$ cat src/rtl/pspt_pkg.sv
// ----------------------------------------------------------------------------
// pspt_pkg
// types and constants shared by the piezo strike peak trigger
// ----------------------------------------------------------------------------
`default_nettype none

package pspt_pkg;

    localparam int SAMPLE_BITS = 16;
    localparam int DROOP_BITS  = 8;
    localparam int PITCH_BITS  = 7;

    // mode codes
    localparam logic [1:0] MODE_IDLE  = 2'd0;
    localparam logic [1:0] MODE_TRACK = 2'd1;
    localparam logic [1:0] MODE_WAIT  = 2'd2;

    // configuration register indexes
    localparam logic [1:0] CFG_THRESHOLD   = 2'd0;
    localparam logic [1:0] CFG_DROOP       = 2'd1;
    localparam logic [1:0] CFG_DEAD_FRAMES = 2'd2;

    // configuration reset values
    localparam logic [SAMPLE_BITS-1:0] THRESHOLD_RESET   = 16'd960;
    localparam logic [DROOP_BITS-1:0]  DROOP_RESET       = 8'd205;
    localparam logic [SAMPLE_BITS-1:0] DEAD_FRAMES_RESET = 16'd1102;

    // note number mapping: base + knob * span
    localparam logic [PITCH_BITS-1:0] PITCH_BASE = 7'd20;
    localparam logic [PITCH_BITS-1:0] PITCH_SPAN = 7'd80;
    localparam logic [PITCH_BITS-1:0] PITCH_MAX  = 7'd99;

    typedef struct packed {
        logic [SAMPLE_BITS-1:0] piezo_sample;
        logic [SAMPLE_BITS-1:0] pitch_knob;
        logic [SAMPLE_BITS-1:0] tone_knob;
    } pspt_in_t;

    typedef struct packed {
        logic                   led_on;
        logic                   note_start;
        logic [PITCH_BITS-1:0]  note_pitch;
        logic [SAMPLE_BITS-1:0] bright_velocity;
        logic [SAMPLE_BITS-1:0] dark_velocity;
    } pspt_out_t;

    typedef struct packed {
        logic [PITCH_BITS-1:0]  pitch;
        logic [SAMPLE_BITS-1:0] bright;
        logic [SAMPLE_BITS-1:0] dark;
    } pspt_note_t;

endpackage

`default_nettype wire

$ cat src/rtl/pspt_note_calc.sv
// ----------------------------------------------------------------------------
// pspt_note_calc
// note number and two voice velocities from the knobs and the held peak
// ----------------------------------------------------------------------------
`default_nettype none

module pspt_note_calc (
    input  wire logic [pspt_pkg::SAMPLE_BITS-1:0] peak_level,
    input  wire logic [pspt_pkg::SAMPLE_BITS-1:0] pitch_knob,
    input  wire logic [pspt_pkg::SAMPLE_BITS-1:0] tone_knob,
    output pspt_pkg::pspt_note_t                  note
);

    localparam int SB = pspt_pkg::SAMPLE_BITS;
    localparam int PB = pspt_pkg::PITCH_BITS;

    logic [SB+PB-1:0] pitch_prod;
    logic [2*SB-1:0]  bright_prod;
    logic [2*SB:0]    dark_prod;
    logic [SB:0]      tone_inv;

    assign pitch_prod  = (SB+PB)'(pitch_knob) * (SB+PB)'(pspt_pkg::PITCH_SPAN);
    assign bright_prod = (2*SB)'(peak_level) * (2*SB)'(tone_knob);

    // full scale minus tone needs one extra bit
    assign tone_inv  = {1'b1, {SB{1'b0}}} - {1'b0, tone_knob};
    assign dark_prod = (2*SB+1)'(peak_level) * (2*SB+1)'(tone_inv);

    assign note.pitch  = pspt_pkg::PITCH_BASE + pitch_prod[SB+PB-1:SB];
    assign note.bright = bright_prod[2*SB-1:SB];
    assign note.dark   = dark_prod[2*SB-1:SB];

endmodule

`default_nettype wire

$ cat src/rtl/piezo_strike_peak_trigger.sv
// an accepted item is held in the input register, then its result in the result register
// throughput: one item per cycle, set by the input register and result register
//   each advancing once per cycle while the output side takes results
// reset: rst_n clears mode, peak, dead count and the stage valids at once, and
//   returns the configuration registers to their defaults
// ----------------------------------------------------------------------------
// piezo_strike_peak_trigger
// strike detector with peak tracking, droop trigger and dead-time re-arm
// ----------------------------------------------------------------------------
`default_nettype none

module piezo_strike_peak_trigger (
    input  wire logic                 clk,
    input  wire logic                 rst_n,
    input  wire logic                 in_valid,
    output logic                      in_ready,
    input  wire pspt_pkg::pspt_in_t   in_item,
    output logic                      out_valid,
    input  wire logic                 out_ready,
    output pspt_pkg::pspt_out_t       out_item,
    input  wire logic                 cfg_valid,
    output logic                      cfg_ready,
    input  wire logic [1:0]           cfg_index,
    input  wire logic [15:0]          cfg_data
);

    localparam int SB = pspt_pkg::SAMPLE_BITS;
    localparam int DB = pspt_pkg::DROOP_BITS;

    // configuration
    logic [SB-1:0] threshold_reg;
    logic [DB-1:0] droop_reg;
    logic [SB-1:0] dead_frames_reg;

    // strike state
    logic [1:0]    mode_reg,  mode_next;
    logic [SB-1:0] peak_reg,  peak_next;
    logic [SB-1:0] dead_reg,  dead_next;

    // input stage and result stage
    logic                 stage_valid_reg;
    pspt_pkg::pspt_in_t   stage_item_reg;
    logic                 out_valid_reg;
    pspt_pkg::pspt_out_t  out_item_reg;
    pspt_pkg::pspt_out_t  out_item_next;

    logic                 advance;
    logic                 fire;
    logic [SB+DB-1:0]     droop_level;
    logic [SB-1:0]        dead_dec;
    pspt_pkg::pspt_note_t note;

    assign cfg_ready = 1'b1;
    assign advance   = stage_valid_reg && (!out_valid_reg || out_ready);
    assign in_ready  = !stage_valid_reg || advance;
    assign out_valid = out_valid_reg;
    assign out_item  = out_item_reg;

    pspt_note_calc u_note_calc (
        .peak_level (peak_reg),
        .pitch_knob (stage_item_reg.pitch_knob),
        .tone_knob  (stage_item_reg.tone_knob),
        .note       (note)
    );

    assign droop_level = (SB+DB)'(droop_reg) * (SB+DB)'(peak_reg);
    assign dead_dec    = (dead_reg != '0) ? dead_reg - 1'b1 : dead_reg;

    always_comb
    begin
        mode_next = mode_reg;
        peak_next = peak_reg;
        dead_next = dead_reg;
        fire      = 1'b0;
        unique case (mode_reg)
            pspt_pkg::MODE_IDLE:
            begin
                if (stage_item_reg.piezo_sample > threshold_reg)
                begin
                    mode_next = pspt_pkg::MODE_TRACK;
                    peak_next = stage_item_reg.piezo_sample;
                end
            end
            pspt_pkg::MODE_TRACK:
            begin
                if (stage_item_reg.piezo_sample > peak_reg)
                begin
                    peak_next = stage_item_reg.piezo_sample;
                end
                else if ({stage_item_reg.piezo_sample, {DB{1'b0}}} < droop_level)
                begin
                    mode_next = pspt_pkg::MODE_WAIT;
                    dead_next = dead_frames_reg;
                    fire      = 1'b1;
                end
            end
            default:
            begin
                // waiting, and the unused code behaves the same
                dead_next = dead_dec;
                if (dead_dec == '0 && stage_item_reg.piezo_sample < threshold_reg)
                begin
                    mode_next = pspt_pkg::MODE_IDLE;
                end
            end
        endcase
    end

    always_comb
    begin
        out_item_next.led_on          = (mode_next != pspt_pkg::MODE_IDLE);
        out_item_next.note_start      = fire;
        out_item_next.note_pitch      = fire ? note.pitch  : '0;
        out_item_next.bright_velocity = fire ? note.bright : '0;
        out_item_next.dark_velocity   = fire ? note.dark   : '0;
    end

    always_ff @(posedge clk or negedge rst_n)
    begin
        if (!rst_n)
        begin
            threshold_reg   <= pspt_pkg::THRESHOLD_RESET;
            droop_reg       <= pspt_pkg::DROOP_RESET;
            dead_frames_reg <= pspt_pkg::DEAD_FRAMES_RESET;
        end
        else if (cfg_valid && cfg_ready)
        begin
            unique case (cfg_index)
                pspt_pkg::CFG_THRESHOLD:   threshold_reg   <= cfg_data;
                pspt_pkg::CFG_DROOP:       droop_reg       <= cfg_data[DB-1:0];
                pspt_pkg::CFG_DEAD_FRAMES: dead_frames_reg <= cfg_data;
                default: ;
            endcase
        end
    end

    always_ff @(posedge clk or negedge rst_n)
    begin
        if (!rst_n)
        begin
            mode_reg        <= pspt_pkg::MODE_IDLE;
            peak_reg        <= '0;
            dead_reg        <= '0;
            stage_valid_reg <= 1'b0;
            out_valid_reg   <= 1'b0;
        end
        else
        begin
            if (advance)
            begin
                mode_reg <= mode_next;
                peak_reg <= peak_next;
                dead_reg <= dead_next;
            end

            if (in_valid && in_ready)
                stage_valid_reg <= 1'b1;
            else if (advance)
                stage_valid_reg <= 1'b0;

            if (advance)
                out_valid_reg <= 1'b1;
            else if (out_ready)
                out_valid_reg <= 1'b0;
        end
    end

    always_ff @(posedge clk)
    begin
        if (in_valid && in_ready)
            stage_item_reg <= in_item;
        if (advance)
            out_item_reg <= out_item_next;
    end

endmodule

`default_nettype wire

$ cat config.mk
export PLATFORM = sky130hd
export DESIGN_NAME = piezo_strike_peak_trigger
export DESIGN_NICKNAME = d
export VERILOG_FILES = /design/src/rtl/pspt_pkg.sv /design/src/rtl/pspt_note_calc.sv /design/src/rtl/piezo_strike_peak_trigger.sv
export SDC_FILE = /design/constraint.sdc
export NUM_CORES = 2
export LEC_CHECK = 0
export BUFFER_PORTS_ARGS = -buffer_cell sky130_fd_sc_hd__buf_2
export CELL_PAD_IN_SITES_DETAIL_PLACEMENT = 0
export CELL_PAD_IN_SITES_GLOBAL_PLACEMENT = 1
export CORE_MARGIN = 2
export CORE_UTILIZATION = 45
export CTS_CLUSTER_SIZE = 14
export DETAILED_ROUTE_END_ITERATION = 12
export GPL_TIMING_DRIVEN = 0
export PLACE_DENSITY_LB_ADDON = 0.1
export SYNTH_ARGS = -nofsm -noshare
export SYNTH_HDL_FRONTEND = slang
export SYNTH_SLANG_ARGS = --single-unit
$ cat constraint.sdc
create_clock -name clk -period 12.7 [get_ports clk]
set_input_delay 1.27 -clock clk [delete_from_list [all_inputs] [get_ports clk]]
set_output_delay 1.27 -clock clk [all_outputs]
set_load 0.005 [all_outputs]
**Word-level counts from Yosys, hierarchy flattened**

Index checks and enable logic that the tools add are counted.

- Equality and inequality tests: 7
- Mux-type cells: 19
- Multipliers: 4
- Reduce and logical (&&, ||, !) cells: 20
- Magnitude comparators: 4
- Bitwise gates (word level): 1
- Add/sub/neg operators: 3

Operators by type and width:

| kind | number |
|---|---|
| $mux W16 | 5 |
| $pmux W16 S2 | 2 |
| $gt A16 B16 Y1 | 2 |
| $mul A16 B16 Y32 | 1 |
| $mul A16 B17 Y32 | 1 |
| $lt A24 B24 Y1 | 1 |
| $mul A8 B16 Y24 | 1 |
| $mul A16 B3 Y19 const B | 1 |
| $sub A17 B16 Y17 const A | 1 |
| $logic_not A16 Y1 | 1 |
| $lt A16 B16 Y1 | 1 |
| $reduce_bool A16 Y1 | 1 |
| $sub A16 B1 Y16 const B | 1 |
| $mux W2 | 4 |
| $ne A2 B2 Y1 const B | 4 |
| $reduce_and A4 Y1 | 2 |
| $reduce_bool A2 Y1 | 4 |
| $add A5 B7 Y7 const A | 1 |
| $mux W1 | 7 |
| $reduce_and A2 Y1 | 3 |
| $eq A2 B1 Y1 const B | 2 |
| $logic_not A2 Y1 | 2 |
| $pmux W2 S2 | 1 |
| $logic_and A1 B1 Y1 | 3 |
| 4 further kinds | 6 |

- Logic and storage cells: 74
- Output and inout port bits: 44
- Register bits after elaboration: 165
- Input bits: 71

**Longest topological paths before layout**

- Depth in word-level cells: 7
- Mapped depth: 32
- Depth with buffers taken out: 29

**Modules after synthesis**

Synthesis repeated with hierarchy kept, for this count alone.

- Cells, all modules: 3108
- Area total of the unflattened synthesis: 29258.1 um^2

By module, submodules not included:

| module | sequential area each (um^2) | area each (um^2) | times used | cells each |
|---|---|---|---|---|
| pspt_note_calc | 0.0 | 17493.0 | 1 | 2023 |
| piezo_strike_peak_trigger | 4591.9 | 11765.0 | 1 | 1085 |

**Worst setup path after synthesis**

Ideal clock, no wire load.

- Kind: register -> register
- From: register stage_item_reg[4] in the netlist's numbering
- To: register out_item_reg, in the netlist out_item[14], data pin
- Arrival time: 7593 ps
- Required time: 12432 ps
- Path buffers: 2
- Cell stages (with the launch flop): 32
- Path slack: 4840 ps
- Clock period less this slack: 7860 ps
- Setup time: 268 ps
- Cells stage by stage: edfxtp_1 > buf_6 > or3_4 > nor3_2 > nand2b_1 > nor4_4 > nand2_1 > or3_1 > xor2_1 > buf_2 > nand2_1 > fa_1 > inv_1 > fa_1 > inv_1 > fa_1 > inv_1 > fa_1 > inv_1 > fa_1 > inv_1 > fa_1 > ha_1 > and2_1 > or4_4 > a2111oi_2 > o21ai_1 > a21oi_2 > nor3_2 > o31ai_4 > nand3_1 > nor3b_1

- Longest elaborated chain between the ends: 2

RTL lines:

| element | line | source |
|---|---|---|
| from (decl) | piezo_strike_peak_trigger.sv:42 | `pspt_pkg::pspt_in_t stage_item_reg;` |
| from (signal assigned) | piezo_strike_peak_trigger.sv:171 | `stage_item_reg <= in_item;` |
| $sub A17 B16 Y17 | pspt_note_calc.sv:26 | `assign tone_inv = {1'b1, {SB{1'b0}}} - {1'b0, tone_knob};` |
| $mul A16 B17 Y32 | pspt_note_calc.sv:27 | `assign dark_prod = (2*SB+1)'(peak_level) * (2*SB+1)'(tone_inv);` |
| to (signal assigned) | piezo_strike_peak_trigger.sv:173 | `out_item_reg <= out_item_next;` |
| to (decl) | piezo_strike_peak_trigger.sv:44 | `pspt_pkg::pspt_out_t out_item_reg;` |

No other way between the ends.
A chain may end at the register's enable or synchronous reset.

**Worst setup path after layout**

- From: register stage_item_reg[1] in the netlist's numbering
- To: register out_item_reg, in the netlist out_item[14], data pin

Same word-level chain as after synthesis.

==> flow_summary.toml <==
[global_routing]
grt_remaining_overflow = 0
grt_pass1_wl_um = 127000
antenna_found_initial = 3
grt_usage = 0.264
first_global_vias = 22095
grt_start_max_net_pins = 65

[floorplan]
fp.dieArea_um2 = 65100
start_util = 0.453
die_w_um = 255
row_count = 92
num_io_pins = 115
core_area_um2 = 62700
die_y_um = 255

[routing]
vias = 20901
routed_wl_um = 80700
dr.pass1.iters = 7
drc = 0
vias_per_cell = 5.21
wl_per_cell_um = 20.1
postRouteAntennaNets = 0
drt_first_iter_violations = 1167

[setup_path]
cp-endpoint = "out_item[14]$_SDFFCE_PN0P_"
cp.required_ns = 12.92
cpPeakStageDelay_ns = 0.76
rr_endpoint = "out_item[14]$_SDFFCE_PN0P_"
crit_arrival_ns = 9.74
critPathKind = "flip-flop to flip-flop"
r2r_start = "stage_item_reg[1]$_DFFE_PP_"
crit_path_start_kind = "flip-flop"
crit_fanout = 10
slowest_stage = "xnor2_1"
r2r_cells = 32
cp-startpoint = "stage_item_reg[1]$_DFFE_PP_"
r2r_setup_slack_ns = 3.18
worstSetupEndpointType = "flip-flop"

[finish]
fillers = 6069
areaGrowthSynthToFinish_pct = 8.18
largest_reg_flops = 48
layout.nets = 4023
drive_gt1_frac = 0.0778

[yosys]
yosys-top-cells-area = "fa_1 (34%), ha_1 (14%), edfxtp_1 (9.4%)"
synth-edff-count = 89
yosysTopAreaCell = "fa_1"
synthMuxAreaShare = 0.0163
ys_seq_area_frac = 0.162
synthXorXnorAreaFrac = 0.0241
yosysUniqueCellTypes = 77
synth_top_area_frac = 0.340
synth_area_um2 = 28400
syn_avg_cell_area_um2 = 9.42
yosys_warnings = 0
synth_top_flop_cell = "edfxtp_1"
syn_inst = 3015
async_reset_ff_frac = 0.461
synthAdderAreaFrac = 0.481
synth_top_family_by_area = "adder cells"
synth_compound_area_frac = 0.0545
synth_nets = 3889
yosys.area_share.simple = 0.162
synth_seq_cells = 165

[timing]
final.min_clock_period_ns = 9.52
setup_viol = 0
slew_headroom = 0.268
hold_violations = 0
rsz0062_at_grt = "no"
fmax_mhz = 105
final.setup.tns_ns = 0
max_slew.worst_pin.slew_ns = 1.09
fin_skew_ns = 0.0282
fin_crit_sh = 0.750
slew_viol_final = 0

[flow_run]
maxCapViolCount = 0

[placement]
globalplace.congestion = 0.883
io_buffers = 113
dp_hpwl_um = 65800

[clock_tree]
ctsHoldBuffers = 0
path_clk_slew_ns = 0.10
clock_sinks = 165
cts.repair.resized = 0
clock_path_buffers = 2
clkLatencyLatePin_ns = 0.50
h-tree-depth = 4
tritoncts = "done"
cts_root_buffer = "clkbuf_16"
cts_buffers = 17
post_cts_buffers = 0

[outcome]
status = "complete, no violations"

[hold_path]
worstHoldPathType = "flip-flop to flip-flop"
[worst min path at each step]
stage / end / slack (ns) / depth (start not counted) / from
floorplan: out_valid$_DFFE_PN0P_ / 0.46 / 1 / stage_valid_reg$_DFFE_PN0P_
global placement: out_valid$_DFFE_PN0P_ / 0.47 / 1 / stage_valid_reg$_DFFE_PN0P_
detailed placement: out_valid$_DFFE_PN0P_ / 0.49 / 1 / stage_valid_reg$_DFFE_PN0P_
CTS: out_valid$_DFFE_PN0P_ / 0.50 / 1 / stage_valid_reg$_DFFE_PN0P_
global route: out_valid$_DFFE_PN0P_ / 0.55 / 1 / stage_valid_reg$_DFFE_PN0P_
finish: out_valid$_DFFE_PN0P_ / 0.50 / 1 / stage_valid_reg$_DFFE_PN0P_
[synth_stat cells (all sizes together) (3+ instances only)]
cell,n
a2111oi,3
a211oi,6
a21o,27
a21oi,77
a22oi,4
a31o,5
a31oi,6
and2,252
and3,4
and4,3
buf,20
clkbuf,117
dfrtp,62
dfstp,14
edfxtp,89
fa,483
ha,320
inv,613
mux2,41
nand2,430
nand2b,17
nand3,22
nand3b,5
nand4,16
nor2,100
nor2b,11
nor3,30
nor3b,3
nor4,21
o211ai,4
o21a,8
o21ai,62
o21bai,5
o22ai,4
o2bb2ai,3
o311ai,3
o31ai,6
or2,3
or3,11
or4,3
xnor2,43
xor2,35
[placed cells by master (no fill, tap or decap), drive strengths merged, types with 4 or more instances in the layout]
cell type / count
a31oi: 6
ha: 320
a211oi: 6
o211ai: 4
xor2: 35
a22oi: 4
nor2b: 11
o21ai: 62
o21bai: 5
nand4: 16
inv: 622
a31o: 5
dfrtp: 62
a21o: 27
nor2: 100
fa: 483
o31ai: 6
clkbuf: 134
nand2: 430
mux2: 41
nor4: 21
nand2b: 17
o22ai: 4
dfstp: 14
and2: 252
xnor2: 43
a21oi: 77
and3: 4
edfxtp: 89
buf: 135
or3: 11
nand3b: 5
clkinv: 6
nor3: 30
nand3: 22
o21a: 8
[critical path: cells and delay by family (launching register included)]
kind                     cells  cell delay [ns]
buffers and inverters        9             1.61
AND/OR/NAND/NOR             10             1.64
flip-flops                   1             0.52
AO/OA/AOI/OAI                4             1.14
XOR/XNOR                     1             0.76
adder cells (fa/ha/maj)      8             3.56
[final cells by class]
cell class	count	area, µm²	share of cell area
inverters	613	2300	0.0749
plain buffers	137	549	0.0179
clock buffers	17	425	0.0138
multi-input cells	2100	21000	0.682
diodes	3	7.51	0.000244
flip-flops and latches	165	4590	0.149
well taps	846	1060	0.0345
repair buffers	115	616	0.0200
clock inverters	15	213	0.00692
[layer usage]
layer | GRT usage | up-vias | routed length (µm)
li1 | - | 9594 | -
met1 | 0.364 | 10673 | 36100
met2 | 0.426 | 524 | 37500
met3 | 0.0436 | 108 | 4600
met4 | 0.0857 | 2 | 2490
met5 | 0 | - | 13
[logic make-up (layout without fill, tap and decap cells)]
| family | after synthesis | after routing |
|---|---|---|
| AND/OR/NAND/NOR | 934 | 934 |
| buffers and inverters | 750 | 897 |
| XOR/XNOR | 78 | 78 |
| multiplexers | 41 | 41 |
| adder cells (fa/ha/maj) | 803 | 803 |
| flip-flops | 165 | 165 |
| other | 1 | 4 |
| AO/OA/AOI/OAI | 243 | 243 |
[through the flow]
step / setup WS, ns / cell area [µm²] / hold slack [ns] / instances / util
CTS: 3.06 / 30700 / 0.501 / 4008 / 0.490
floorplan: 4.84 / 28400 / 0.457 / 3015 / -
global route: 2.46 / 30700 / 0.550 / 4008 / 0.490
detailed placement: 3.14 / 30100 / 0.486 / 3976 / 0.479
finish: 3.18 / 30700 / 0.499 / 4011 / 0.490
global placement: 3.02 / 30000 / 0.474 / 3974 / 0.479
Power is left out: the tool's default activity adds up to more than one toggle a clock period on the data nets, which glitch-free logic cannot reach.
